===== src/hdl/dqb_pkg.sv =====
// ----------------------------------------------------------------------------
// dqb_pkg
// shared types and constants of the dns query builder
// ----------------------------------------------------------------------------
package dqb_pkg;

  localparam int unsigned MaxLabelDef = 32;

  localparam logic [7:0] DotChar = 8'd46;

  localparam int unsigned HdrBytes  = 12;
  localparam int unsigned TailBytes = 5;
  localparam int unsigned CntW      = 4;

  localparam int unsigned CfgIdxW  = 8;
  localparam int unsigned CfgDataW = 16;

  localparam logic [CfgIdxW-1:0] RegTransactionId = 8'd0;
  localparam logic [CfgIdxW-1:0] RegHeaderFlags   = 8'd1;
  localparam logic [CfgIdxW-1:0] RegQueryType     = 8'd2;
  localparam logic [CfgIdxW-1:0] RegQueryClass    = 8'd3;

  localparam logic [15:0] TransactionIdRst = 16'h0000;
  localparam logic [15:0] HeaderFlagsRst   = 16'h0180;
  localparam logic [15:0] QueryTypeRst     = 16'h0001;
  localparam logic [15:0] QueryClassRst    = 16'h0001;
  localparam logic [15:0] QdCount          = 16'h0001;

  typedef struct packed {
    logic [15:0] transaction_id;
    logic [15:0] header_flags;
    logic [15:0] query_type;
    logic [15:0] query_class;
  } cfg_t;

endpackage


===== src/hdl/dqb_label_ram.sv =====
// ----------------------------------------------------------------------------
// dqb_label_ram
// label character store, one write and one registered read port
// ----------------------------------------------------------------------------
module dqb_label_ram #(
  parameter int unsigned Depth = dqb_pkg::MaxLabelDef,
  parameter int unsigned AddrW = 5
) (
  input  logic             clk_i,
  input  logic             we_i,
  input  logic [AddrW-1:0] waddr_i,
  input  logic [7:0]       wdata_i,
  input  logic [AddrW-1:0] raddr_i,
  output logic [7:0]       rdata_o
);

  logic [7:0] mem [Depth];
  logic [7:0] rdata_q;

  always_ff @(posedge clk_i) begin
    if (we_i) begin
      mem[waddr_i] <= wdata_i;
    end
  end

  always_ff @(posedge clk_i) begin
    rdata_q <= mem[raddr_i];
  end

  assign rdata_o = rdata_q;

endmodule


===== src/hdl/dqb_cfg_regs.sv =====
// ----------------------------------------------------------------------------
// dqb_cfg_regs
// header and question configuration registers
// ----------------------------------------------------------------------------
module dqb_cfg_regs (
  input  logic                         clk_i,
  input  logic                         rst_ni,
  input  logic                         cfg_valid_i,
  output logic                         cfg_ready_o,
  input  logic [dqb_pkg::CfgIdxW-1:0]  cfg_index_i,
  input  logic [dqb_pkg::CfgDataW-1:0] cfg_data_i,
  output dqb_pkg::cfg_t                cfg_o
);

  dqb_pkg::cfg_t cfg_q;

  assign cfg_ready_o = 1'b1;

  always_ff @(posedge clk_i or negedge rst_ni) begin
    if (!rst_ni) begin
      cfg_q.transaction_id <= dqb_pkg::TransactionIdRst;
      cfg_q.header_flags   <= dqb_pkg::HeaderFlagsRst;
      cfg_q.query_type     <= dqb_pkg::QueryTypeRst;
      cfg_q.query_class    <= dqb_pkg::QueryClassRst;
    end else if (cfg_valid_i) begin
      case (cfg_index_i)
        dqb_pkg::RegTransactionId: cfg_q.transaction_id <= cfg_data_i;
        dqb_pkg::RegHeaderFlags:   cfg_q.header_flags   <= cfg_data_i;
        dqb_pkg::RegQueryType:     cfg_q.query_type     <= cfg_data_i;
        dqb_pkg::RegQueryClass:    cfg_q.query_class    <= cfg_data_i;
        default: ;
      endcase
    end
  end

  assign cfg_o = cfg_q;

endmodule


===== src/hdl/dqb_ctrl.sv =====
// ----------------------------------------------------------------------------
// dqb_ctrl
// packet sequencer: header, label flush from the store, question tail
// ----------------------------------------------------------------------------
module dqb_ctrl #(
  parameter int unsigned MaxLabel = dqb_pkg::MaxLabelDef,
  parameter int unsigned IdxW     = 5,
  parameter int unsigned LenW     = 6
) (
  input  logic                clk_i,
  input  logic                rst_ni,
  input  dqb_pkg::cfg_t       cfg_i,
  // input channel
  input  logic                in_valid_i,
  output logic                in_ready_o,
  input  logic [7:0]          in_char_i,
  input  logic                in_end_i,
  // output channel
  output logic                out_valid_o,
  input  logic                out_ready_i,
  output logic [7:0]          out_byte_o,
  output logic                out_end_o,
  output logic                out_ovf_o,
  // label store
  output logic                ram_we_o,
  output logic [IdxW-1:0]     ram_waddr_o,
  output logic [7:0]          ram_wdata_o,
  output logic [IdxW-1:0]     ram_raddr_o,
  input  logic [7:0]          ram_rdata_i
);

  typedef enum logic [2:0] {
    StIdle,
    StHdr,
    StLen,
    StLbl,
    StTail
  } state_e;

  state_e                   state_q, state_d;
  logic [dqb_pkg::CntW-1:0] cnt_q, cnt_d;
  logic [IdxW-1:0]          idx_q, idx_d;
  logic [LenW-1:0]          len_q, len_d;
  logic [LenW-1:0]          flen_q, flen_d;
  logic                     hdr_sent_q, hdr_sent_d;
  logic                     ovf_q, ovf_d;
  logic                     end_q, end_d;
  logic                     flush_q, flush_d;
  logic                     ovalid_q, ovalid_d;
  logic [7:0]               obyte_q, obyte_d;
  logic                     oend_q, oend_d;
  logic                     oovf_q, oovf_d;

  logic                     take;
  logic                     slot_free;
  logic                     is_dot;
  logic                     room;
  logic [7:0]               hdr_byte;
  logic [7:0]               tail_byte;

  assign in_ready_o = (state_q == StIdle);
  assign take       = in_valid_i && in_ready_o;
  assign slot_free  = !ovalid_q || out_ready_i;
  assign is_dot     = (in_char_i == dqb_pkg::DotChar);
  assign room       = (len_q < LenW'(MaxLabel));

  assign ram_we_o    = take && !is_dot && room;
  assign ram_waddr_o = len_q[IdxW-1:0];
  assign ram_wdata_o = in_char_i;
  // read address follows the next index so that read data matches idx_q
  assign ram_raddr_o = idx_d;

  always_comb begin
    case (cnt_q)
      4'd0:    hdr_byte = cfg_i.transaction_id[15:8];
      4'd1:    hdr_byte = cfg_i.transaction_id[7:0];
      4'd2:    hdr_byte = cfg_i.header_flags[15:8];
      4'd3:    hdr_byte = cfg_i.header_flags[7:0];
      4'd4:    hdr_byte = dqb_pkg::QdCount[15:8];
      4'd5:    hdr_byte = dqb_pkg::QdCount[7:0];
      default: hdr_byte = 8'h00;
    endcase
  end

  always_comb begin
    case (cnt_q)
      4'd1:    tail_byte = cfg_i.query_type[15:8];
      4'd2:    tail_byte = cfg_i.query_type[7:0];
      4'd3:    tail_byte = cfg_i.query_class[15:8];
      4'd4:    tail_byte = cfg_i.query_class[7:0];
      default: tail_byte = 8'h00;
    endcase
  end

  always_comb begin
    state_d    = state_q;
    cnt_d      = cnt_q;
    idx_d      = idx_q;
    len_d      = len_q;
    flen_d     = flen_q;
    hdr_sent_d = hdr_sent_q;
    ovf_d      = ovf_q;
    end_d      = end_q;
    flush_d    = flush_q;
    ovalid_d   = ovalid_q && !out_ready_i;
    obyte_d    = obyte_q;
    oend_d     = oend_q;
    oovf_d     = oovf_q;

    case (state_q)
      StIdle: begin
        if (take) begin
          end_d   = in_end_i;
          flush_d = is_dot || in_end_i;
          cnt_d   = '0;
          idx_d   = '0;
          if (!is_dot) begin
            if (room) begin
              len_d = len_q + LenW'(1);
            end else begin
              ovf_d = 1'b1;
            end
          end
          if (!hdr_sent_q) begin
            state_d = StHdr;
          end else if (is_dot || in_end_i) begin
            state_d = StLen;
          end
        end
      end
      StHdr: begin
        if (slot_free) begin
          ovalid_d = 1'b1;
          obyte_d  = hdr_byte;
          oend_d   = 1'b0;
          oovf_d   = ovf_q;
          if (cnt_q == dqb_pkg::CntW'(dqb_pkg::HdrBytes - 1)) begin
            cnt_d      = '0;
            hdr_sent_d = 1'b1;
            state_d    = flush_q ? StLen : StIdle;
          end else begin
            cnt_d = cnt_q + dqb_pkg::CntW'(1);
          end
        end
      end
      StLen: begin
        if (slot_free) begin
          ovalid_d = 1'b1;
          obyte_d  = 8'(len_q);
          oend_d   = 1'b0;
          oovf_d   = ovf_q;
          flen_d   = len_q;
          len_d    = '0;
          if (len_q != '0) begin
            state_d = StLbl;
          end else begin
            state_d = end_q ? StTail : StIdle;
          end
        end
      end
      StLbl: begin
        if (slot_free) begin
          ovalid_d = 1'b1;
          obyte_d  = ram_rdata_i;
          oend_d   = 1'b0;
          oovf_d   = ovf_q;
          if (LenW'(idx_q) == flen_q - LenW'(1)) begin
            idx_d   = '0;
            state_d = end_q ? StTail : StIdle;
          end else begin
            idx_d = idx_q + IdxW'(1);
          end
        end
      end
      StTail: begin
        if (slot_free) begin
          ovalid_d = 1'b1;
          obyte_d  = tail_byte;
          oovf_d   = ovf_q;
          if (cnt_q == dqb_pkg::CntW'(dqb_pkg::TailBytes - 1)) begin
            oend_d     = 1'b1;
            cnt_d      = '0;
            hdr_sent_d = 1'b0;
            ovf_d      = 1'b0;
            len_d      = '0;
            state_d    = StIdle;
          end else begin
            oend_d = 1'b0;
            cnt_d  = cnt_q + dqb_pkg::CntW'(1);
          end
        end
      end
      default: state_d = StIdle;
    endcase
  end

  always_ff @(posedge clk_i or negedge rst_ni) begin
    if (!rst_ni) begin
      state_q    <= StIdle;
      cnt_q      <= '0;
      idx_q      <= '0;
      len_q      <= '0;
      flen_q     <= '0;
      hdr_sent_q <= 1'b0;
      ovf_q      <= 1'b0;
      end_q      <= 1'b0;
      flush_q    <= 1'b0;
      ovalid_q   <= 1'b0;
    end else begin
      state_q    <= state_d;
      cnt_q      <= cnt_d;
      idx_q      <= idx_d;
      len_q      <= len_d;
      flen_q     <= flen_d;
      hdr_sent_q <= hdr_sent_d;
      ovf_q      <= ovf_d;
      end_q      <= end_d;
      flush_q    <= flush_d;
      ovalid_q   <= ovalid_d;
    end
  end

  always_ff @(posedge clk_i) begin
    obyte_q <= obyte_d;
    oend_q  <= oend_d;
    oovf_q  <= oovf_d;
  end

  assign out_valid_o = ovalid_q;
  assign out_byte_o  = obyte_q;
  assign out_end_o   = oend_q;
  assign out_ovf_o   = oovf_q;

endmodule


===== src/hdl/dns_query_builder_core.sv =====
// ----------------------------------------------------------------------------
// dns_query_builder_core
// builds a dns query packet from a domain name streamed in per character
// ----------------------------------------------------------------------------
// the slave stream takes one name character per transaction, tlast on the
// final character. the master stream gives the packet one byte per
// transaction, tlast on the last byte, tuser set once a label of the
// packet was cut to MAX_LABEL characters. the config channel writes the
// transaction id, flag word, query type and class; it is always ready.
// the first character of a name first sends the 12 header bytes; a plain
// character sends nothing. a dot or the final character flushes the label
// from the store at one byte per cycle while the master side takes them: a
// length byte, then the label bytes, and the final character adds 5
// question-tail bytes. the store is read at the next index, so no bubbles.
// one character is worked on at a time; s_axis_tready is high only when
// the sequencer is idle. a stalled master side holds the output register
// and freezes the sequencer. reset closes any open packet, drops the
// current label and loads the register defaults; no clearing pass is needed.
// ----------------------------------------------------------------------------
module dns_query_builder_core #(
  parameter int unsigned MAX_LABEL = dqb_pkg::MaxLabelDef
) (
  input  logic                         clk_i,
  input  logic                         rst_ni,
  // name_char
  input  logic                         s_axis_tvalid,
  output logic                         s_axis_tready,
  input  logic [7:0]                   s_axis_tdata,
  input  logic                         s_axis_tlast,
  // packet_byte
  output logic                         m_axis_tvalid,
  input  logic                         m_axis_tready,
  output logic [7:0]                   m_axis_tdata,
  output logic                         m_axis_tlast,
  // label_overflow
  output logic                         m_axis_tuser,
  input  logic                         cfg_valid_i,
  output logic                         cfg_ready_o,
  input  logic [dqb_pkg::CfgIdxW-1:0]  cfg_index_i,
  input  logic [dqb_pkg::CfgDataW-1:0] cfg_data_i
);

  localparam int unsigned IdxW = (MAX_LABEL > 1) ? $clog2(MAX_LABEL) : 1;
  localparam int unsigned LenW = $clog2(MAX_LABEL + 1);

  dqb_pkg::cfg_t   cfg;
  logic            ram_we;
  logic [IdxW-1:0] ram_waddr;
  logic [7:0]      ram_wdata;
  logic [IdxW-1:0] ram_raddr;
  logic [7:0]      ram_rdata;

  dqb_cfg_regs u_cfg (
    .clk_i       (clk_i),
    .rst_ni      (rst_ni),
    .cfg_valid_i (cfg_valid_i),
    .cfg_ready_o (cfg_ready_o),
    .cfg_index_i (cfg_index_i),
    .cfg_data_i  (cfg_data_i),
    .cfg_o       (cfg)
  );

  dqb_label_ram #(
    .Depth (MAX_LABEL),
    .AddrW (IdxW)
  ) u_ram (
    .clk_i   (clk_i),
    .we_i    (ram_we),
    .waddr_i (ram_waddr),
    .wdata_i (ram_wdata),
    .raddr_i (ram_raddr),
    .rdata_o (ram_rdata)
  );

  dqb_ctrl #(
    .MaxLabel (MAX_LABEL),
    .IdxW     (IdxW),
    .LenW     (LenW)
  ) u_ctrl (
    .clk_i       (clk_i),
    .rst_ni      (rst_ni),
    .cfg_i       (cfg),
    .in_valid_i  (s_axis_tvalid),
    .in_ready_o  (s_axis_tready),
    .in_char_i   (s_axis_tdata),
    .in_end_i    (s_axis_tlast),
    .out_valid_o (m_axis_tvalid),
    .out_ready_i (m_axis_tready),
    .out_byte_o  (m_axis_tdata),
    .out_end_o   (m_axis_tlast),
    .out_ovf_o   (m_axis_tuser),
    .ram_we_o    (ram_we),
    .ram_waddr_o (ram_waddr),
    .ram_wdata_o (ram_wdata),
    .ram_raddr_o (ram_raddr),
    .ram_rdata_i (ram_rdata)
  );

endmodule


===== config.mk =====
export PLATFORM = sky130hd
export DESIGN_NAME = dns_query_builder_core
export DESIGN_NICKNAME = d
export VERILOG_FILES = /design/src/hdl/dqb_pkg.sv /design/src/hdl/dqb_label_ram.sv /design/src/hdl/dqb_cfg_regs.sv /design/src/hdl/dqb_ctrl.sv /design/src/hdl/dns_query_builder_core.sv
export SDC_FILE = /design/constraint.sdc
export NUM_CORES = 1
export LEC_CHECK = 0
export ABC_AREA = 1
export BUFFER_PORTS_ARGS = -buffer_cell sky130_fd_sc_hd__buf_4
export CORE_AREA = 2 2 177 179
export CTS_CLUSTER_DIAMETER = 60
export DETAILED_ROUTE_END_ITERATION = 16
export DIE_AREA = 0 0 179 181
export PLACE_DENSITY = 0.71
export SYNTH_ARGS = -nofsm -noshare
export SYNTH_HDL_FRONTEND = slang
export SYNTH_SLANG_ARGS = --single-unit

===== constraint.sdc =====
create_clock -name clk_i -period 3.4 [get_ports clk_i]
set_input_delay 0.51 -clock clk_i [delete_from_list [all_inputs] [get_ports clk_i]]
set_output_delay 0.51 -clock clk_i [all_outputs]
set_load 0.05 [all_outputs]

Word-level counts from Yosys, hierarchy flattened --
Memories as Yosys holds them, arrays and structs flattened. A register that Yosys moved wholly into a read port is not among the register bits. Cells that the tools add are included.
Storage, ports and cells: bits of input ports 38, output and inout bits 13, word-level logic and storage cells 141, memories kept 1, RAM bits 256, flip-flop bits (word level) 103
Memories:
- u_ram.mem | depth 32, bits a word 8, rd ports 1, clocked after Yosys merged registers in 1, wr ports 1, RTL line dqb_label_ram.sv:17 | logic [7:0] mem [Depth];
Operators by class: reductions and logical operators 35, $lt $le $gt $ge 1, add/subtract/negate cells 4, equality and inequality tests 28, muxes and demuxes 55
Operators by type and width (count):
- $pmux W8 S4 | 2
- $pmux W8 S5 | 1
- $mux W3 | 12
- $mux W6 | 6
- $mux W8 | 4
- $mux W4 | 5
- $pmux W6 S3 | 1
- $eq A8 B2 Y1 const B | 2
- $ne A2 B1 Y1 const B | 8
- $mux W5 | 3
- $pmux W3 S5 | 1
- $mux W1 | 14
- $reduce_and A2 Y1 | 7
- $pmux W4 S3 | 1
- $pmux W5 S2 | 1
- $reduce_and A5 Y1 | 2
- $reduce_and A9 Y1 | 1
- $eq A4 B2 Y1 const B | 2
- $eq A4 B3 Y1 const B | 2
- $eq A8 B1 Y1 const B | 1
- $eq A8 B6 Y1 const B | 1
- $logic_not A8 Y1 | 1
- $ne A2 B2 Y1 const B | 4
- $reduce_and A7 Y1 | 1
- 28 further kinds | 40

Longest topological paths before layout --
depth after elaboration 6, depth in mapped cells 22, gate-level depth less buffers 20

Hierarchy --
A second synthesis with hierarchy kept.
Second synthesis, totals: cell total of the unflattened synthesis 1656, area total of the unflattened synthesis 16656.0 um^2
By module, submodules not included:
- dqb_label_ram | area an instance 10786.6 um^2, seq. area each 7847.5 um^2, times used 1, cells each 922
- dqb_ctrl | area an instance 3069.2 um^2, seq. area each 1026.0 um^2, times used 1, cells each 437
- dqb_cfg_regs | area an instance 2800.2 um^2, seq. area each 1606.5 um^2, times used 1, cells each 297

Least setup slack after synthesis --
OpenSTA, ideal clock, no wires.
kind reg2reg, start point register, netlist name u_ctrl.cnt_q[0], end point memory u_ram.mem[24][0] (enable), stages on the path, launching flop included 13, data arrival time 2155 ps, slack 875 ps, path buffers 0, setup time 370 ps, cell sequence dfrtp_1 -> inv_1 -> ha_1 -> inv_1 -> nor3_4 -> nor2_1 -> nor2_1 -> inv_1 -> nor3_2 -> inv_2 -> nor2_2 -> nand2_1 -> nor2_1
RTL lines (RTL line):
- end, declared | dqb_label_ram.sv:17

Worst setup path after layout --
start point register u_ctrl.state_q[0], end point memory u_ram.mem[11][2] (enable)
On the way: word-level cells in the longest chain between the ends 6
RTL lines:
- start, declared | RTL line dqb_ctrl.sv:40 | state_e state_q, state_d;
- start signal, assigned | RTL line dqb_ctrl.sv:199 | state_q <= StIdle;
- start signal, assigned | RTL line dqb_ctrl.sv:210 | state_q <= state_d;
- $logic_not A3 Y1 | RTL line dqb_ctrl.sv:61 | assign in_ready_o = (state_q == StIdle);
- $logic_and A1 B1 Y1 | RTL line dqb_ctrl.sv:62 | assign take = in_valid_i && in_ready_o;
- $logic_and A1 B1 Y1 (2 in series) | RTL line dqb_ctrl.sv:67 | assign ram_we_o = take && !is_dot && room;
- $mux W1 | RTL line dqb_label_ram.sv:21 | if (we_i) begin
- $mux W1 (implied by the code) | RTL line dqb_label_ram.sv:22 | mem[waddr_i] <= wdata_i;
No other way between the ends.

==> results.sh <==
export IMPL_layout_commonest_cell="nand2_1"
export IMPL_core_area_um2=30300
export IMPL_ir_worst_vdd_mv=0.400
export IMPL_leakagePower_nw=7.79
export IMPL_n_antenna_cell=0
export IMPL_synth_main_ff_cell="edfxtp_1"
export IMPL_dieHeight_um=181
export IMPL_cp_startpoint="u_ctrl.state_q[0]$_DFFE_PN0P_"
export IMPL_async_flop_share_pct=25.3
export IMPL_ant_nets=0
export IMPL_drtIter0Drc=1412
export IMPL_arrival_ns=3.20
export IMPL_die_width_um=179
export IMPL_hp_class="in -> async"
export IMPL_wire_per_inst_um=19.0
export IMPL_cts_htree_levels=2
export IMPL_first_global_vias=11500
export IMPL_route_detailed_drc=0
export IMPL_rows=64
export IMPL_syn_num_nets=1704
export IMPL_yosys_warnings=0
export IMPL_synth_seq_cells=367
export IMPL_reg2regPathDepth=14
export IMPL_clk_latency_ns=0.53
export IMPL_numClockSinks=367
export IMPL_cts_clk_slew_worst_paths_ns=0.06
export IMPL_relSlewSlack_pct=35.9
export IMPL_place_area_um2=17300
export IMPL_ios=51
export IMPL_syn_area_um2=16500
export IMPL_cts_tree="built"
export IMPL_dp_hpwl_um=25600
export IMPL_r2r_slack_ns=0.35
export IMPL_outcome="finished, final reports clean"
export IMPL_cts_buffers=40
export IMPL_cts_resized=0
export IMPL_grt_setup_unrepaired="false"
export IMPL_grt_pass1_wl_um=63400
export IMPL_antenna_found_initial=0
export IMPL_firstDrtPassIters=6
export IMPL_max_freq_ghz=0.328
export IMPL_vias_per_cell=5.68
export IMPL_mostFrequentLayoutCells="nand2_1 (407), nand3_1 (290), edfxtp_1 (266), inv_1 (197), dfrtp_1 (89)"
export IMPL_hold_ws_ns=0.0409
export IMPL_syn_inst=1656
export IMPL_synth_edf_count=266
export IMPL_fin_setup_tns_ns=0
export IMPL_slew_violations=0
export IMPL_start_util_pct=54.5
export IMPL_overflow=0
export IMPL_area_growth_pct=12.6
export IMPL_hold_violations=0
export IMPL_syn_avg_cell_area_um2=9.99
export IMPL_synth_cell_type_count=48
export IMPL_hold_buffers=0
export IMPL_nNetsFinal=1749
export IMPL_totalWireLength_um=40500
export IMPL_skew_ns=0.0117
export IMPL_postCtsSetupBuffers=0
export IMPL_p_per_area_nw_per_um2=694
export IMPL_worstSetupPathType="reg -> reg"
export IMPL_crit_required_ns=3.55
export IMPL_tightest_slew_ns=0.959
export IMPL_fin_crit_ns=3.05
export IMPL_worstPathMaxFanout=10
export IMPL_start_kind="flop"
export IMPL_endpoint_kind="flop"
export IMPL_ys_seq_area_share_pct=63.4
export IMPL_io_buffers=49
export IMPL_reg2reg_from="u_ctrl.state_q[0]$_DFFE_PN0P_"
export IMPL_cts_buffer_depth=3
export IMPL_fin_area_um2=18600
export IMPL_cts_root_buf="clkbuf_16"
export IMPL_gp_congestion=0.885
export IMPL_r2r_end="u_ram.mem[11][2]$_DFFE_PP_"
export IMPL_setup_viol_count_final=0
export IMPL_grt_use_total_pct=25.4
export IMPL_instances_no_fill=2129
export IMPL_grt_max_degree=129
export IMPL_drive_gt1_share_pct=10.6
export IMPL_drv_cap=0
export IMPL_fin_total_pwr_mw=12.9
export IMPL_num_vias=12100
export IMPL_dp_cells=2055
export IMPL_fin_crit_sh_pct=89.8
export IMPL_die_area_um2=32400
worst max-delay path by stage:
stage | depth (start not counted) | slack, ns | endpoint
3_5_place_dp | 14 | 0.38 | u_ram.mem[11][2]$_DFFE_PP_
4_1_cts | 14 | 0.35 | u_ram.mem[11][1]$_DFFE_PP_
2_1_floorplan | 12 | 0.88 | u_ram.mem[24][0]$_DFFE_PP_
5_1_grt | 14 | 0.12 | u_ram.mem[7][6]$_DFFE_PP_
3_3_place_gp | 13 | 0.48 | u_ram.mem[27][6]$_DFFE_PP_
6_report | 14 | 0.35 | u_ram.mem[11][2]$_DFFE_PP_
metal layers:
| metal | track usage (%) | share of wire [%] | up-vias |
|---|---|---|---|
| met5 | 0 | 0 | - |
| met4 | 7.09 | 2.2 | 0 |
| met3 | 4.40 | 7.9 | 56 |
| met2 | 40.5 | 48 | 511 |
| met1 | 36.1 | 42 | 5855 |
| li1 | - | - | 5678 |
synthesized netlist by cell type (2+ instances only):
| cell | count | area, um^2 |
|---|---|---|
| nand2_1 | 409 | 1540 |
| a22o_1 | 11 | 96.3 |
| dfstp_2 | 4 | 105 |
| ha_1 | 10 | 125 |
| a21oi_1 | 12 | 60.1 |
| nor2_2 | 5 | 31.3 |
| a21oi_2 | 2 | 17.5 |
| a22oi_1 | 5 | 37.5 |
| buf_4 | 14 | 105 |
| o211ai_1 | 2 | 15.0 |
| nand2_2 | 6 | 37.5 |
| xnor2_1 | 3 | 26.3 |
| nor4_1 | 2 | 12.5 |
| a221oi_1 | 15 | 131 |
| nand3b_1 | 40 | 300 |
| inv_1 | 197 | 739 |
| o21ai_2 | 3 | 26.3 |
| nand4_1 | 5 | 31.3 |
| nand3_1 | 290 | 1450 |
| o21ai_0 | 82 | 410 |
| o2111ai_1 | 2 | 17.5 |
| nor3_1 | 7 | 35.0 |
| nor2_4 | 2 | 22.5 |
| buf_6 | 2 | 22.5 |
| o221ai_1 | 5 | 43.8 |
| dfrtp_1 | 89 | 2230 |
| dfxtp_1 | 8 | 160 |
| inv_2 | 11 | 41.3 |
| edfxtp_1 | 266 | 7990 |
| nor3b_1 | 3 | 22.5 |
| clkbuf_1 | 17 | 63.8 |
| buf_2 | 47 | 235 |
| nor2_1 | 65 | 244 |
area by class of cell:
cell class              count  area (um^2)
fillers                  2437        11700
flip-flops and latches    367        10500
multi-input cells         999         4870
clock buffers              47         1050
inverters                 209          785
repair buffers             84          681
well taps                 396          495
clock inverters            27          272
stage by stage:
stage          worst slack, ns  util (%)
6_report                 0.348      61.4
3_3_place_gp             0.482      57.0
4_1_cts                  0.353      61.4
2_1_floorplan            0.875         -
5_1_grt                  0.117      61.4
3_5_place_dp             0.378      57.0
worst max-delay path: stages, from the launching register on:
cell	delay, ns
dfrtp_1	0.47
nor2_2	0.10
inv_1	0.08
nor2_2	0.04
buf_4	0.15
inv_2	0.16
nor2_1	0.08
nor2_1	0.15
inv_1	0.08
nor3_2	0.18
inv_2	0.07
nor2_2	0.21
nand2_1	0.18
buf_4	0.19
nor2_1	0.53
cell families (layout without fill, tap and decap cells):
group	after synthesis	after routing	synth area share, %
simple gates	840	840	22.9
fa+ha+maj	10	10	0.756
xor+xnor	4	4	0.212
flops	367	367	63.4
other cells	1	1	0.0227
buf+inv	290	367	7.34
compound gates	144	144	5.45
power breakdown:
group          switching (mW)  internal [mW]  total, mW  leakage [nW]
logic                    2.26          0.951       3.21          3.43
clock network            1.73           2.60       4.33         0.651
registers               0.194           5.20       5.39          3.71
total                    4.18           8.75       12.9          7.79
flip-flops by register name (all words and copies together), names as in the netlist:
register and count:
u_ctrl.out_byte_o 8, u_ctrl.len_q 6, u_ctrl.idx_q 5, u_ctrl.cnt_q 4, u_ctrl.state_q 3, u_ctrl.ovf_q 1, u_ctrl.end_q 1, u_ctrl.out_ovf_o 1
u_ctrl.flen_q 6, u_ctrl.flush_q 1, u_ctrl.out_valid_o 1, u_ctrl.out_end_o 1, u_ram.mem 256, u_cfg.cfg_o 64, u_ram.rdata_o 8, u_ctrl.hdr_sent_q 1
No activity file was read; power rests on OpenSTA's default activity.
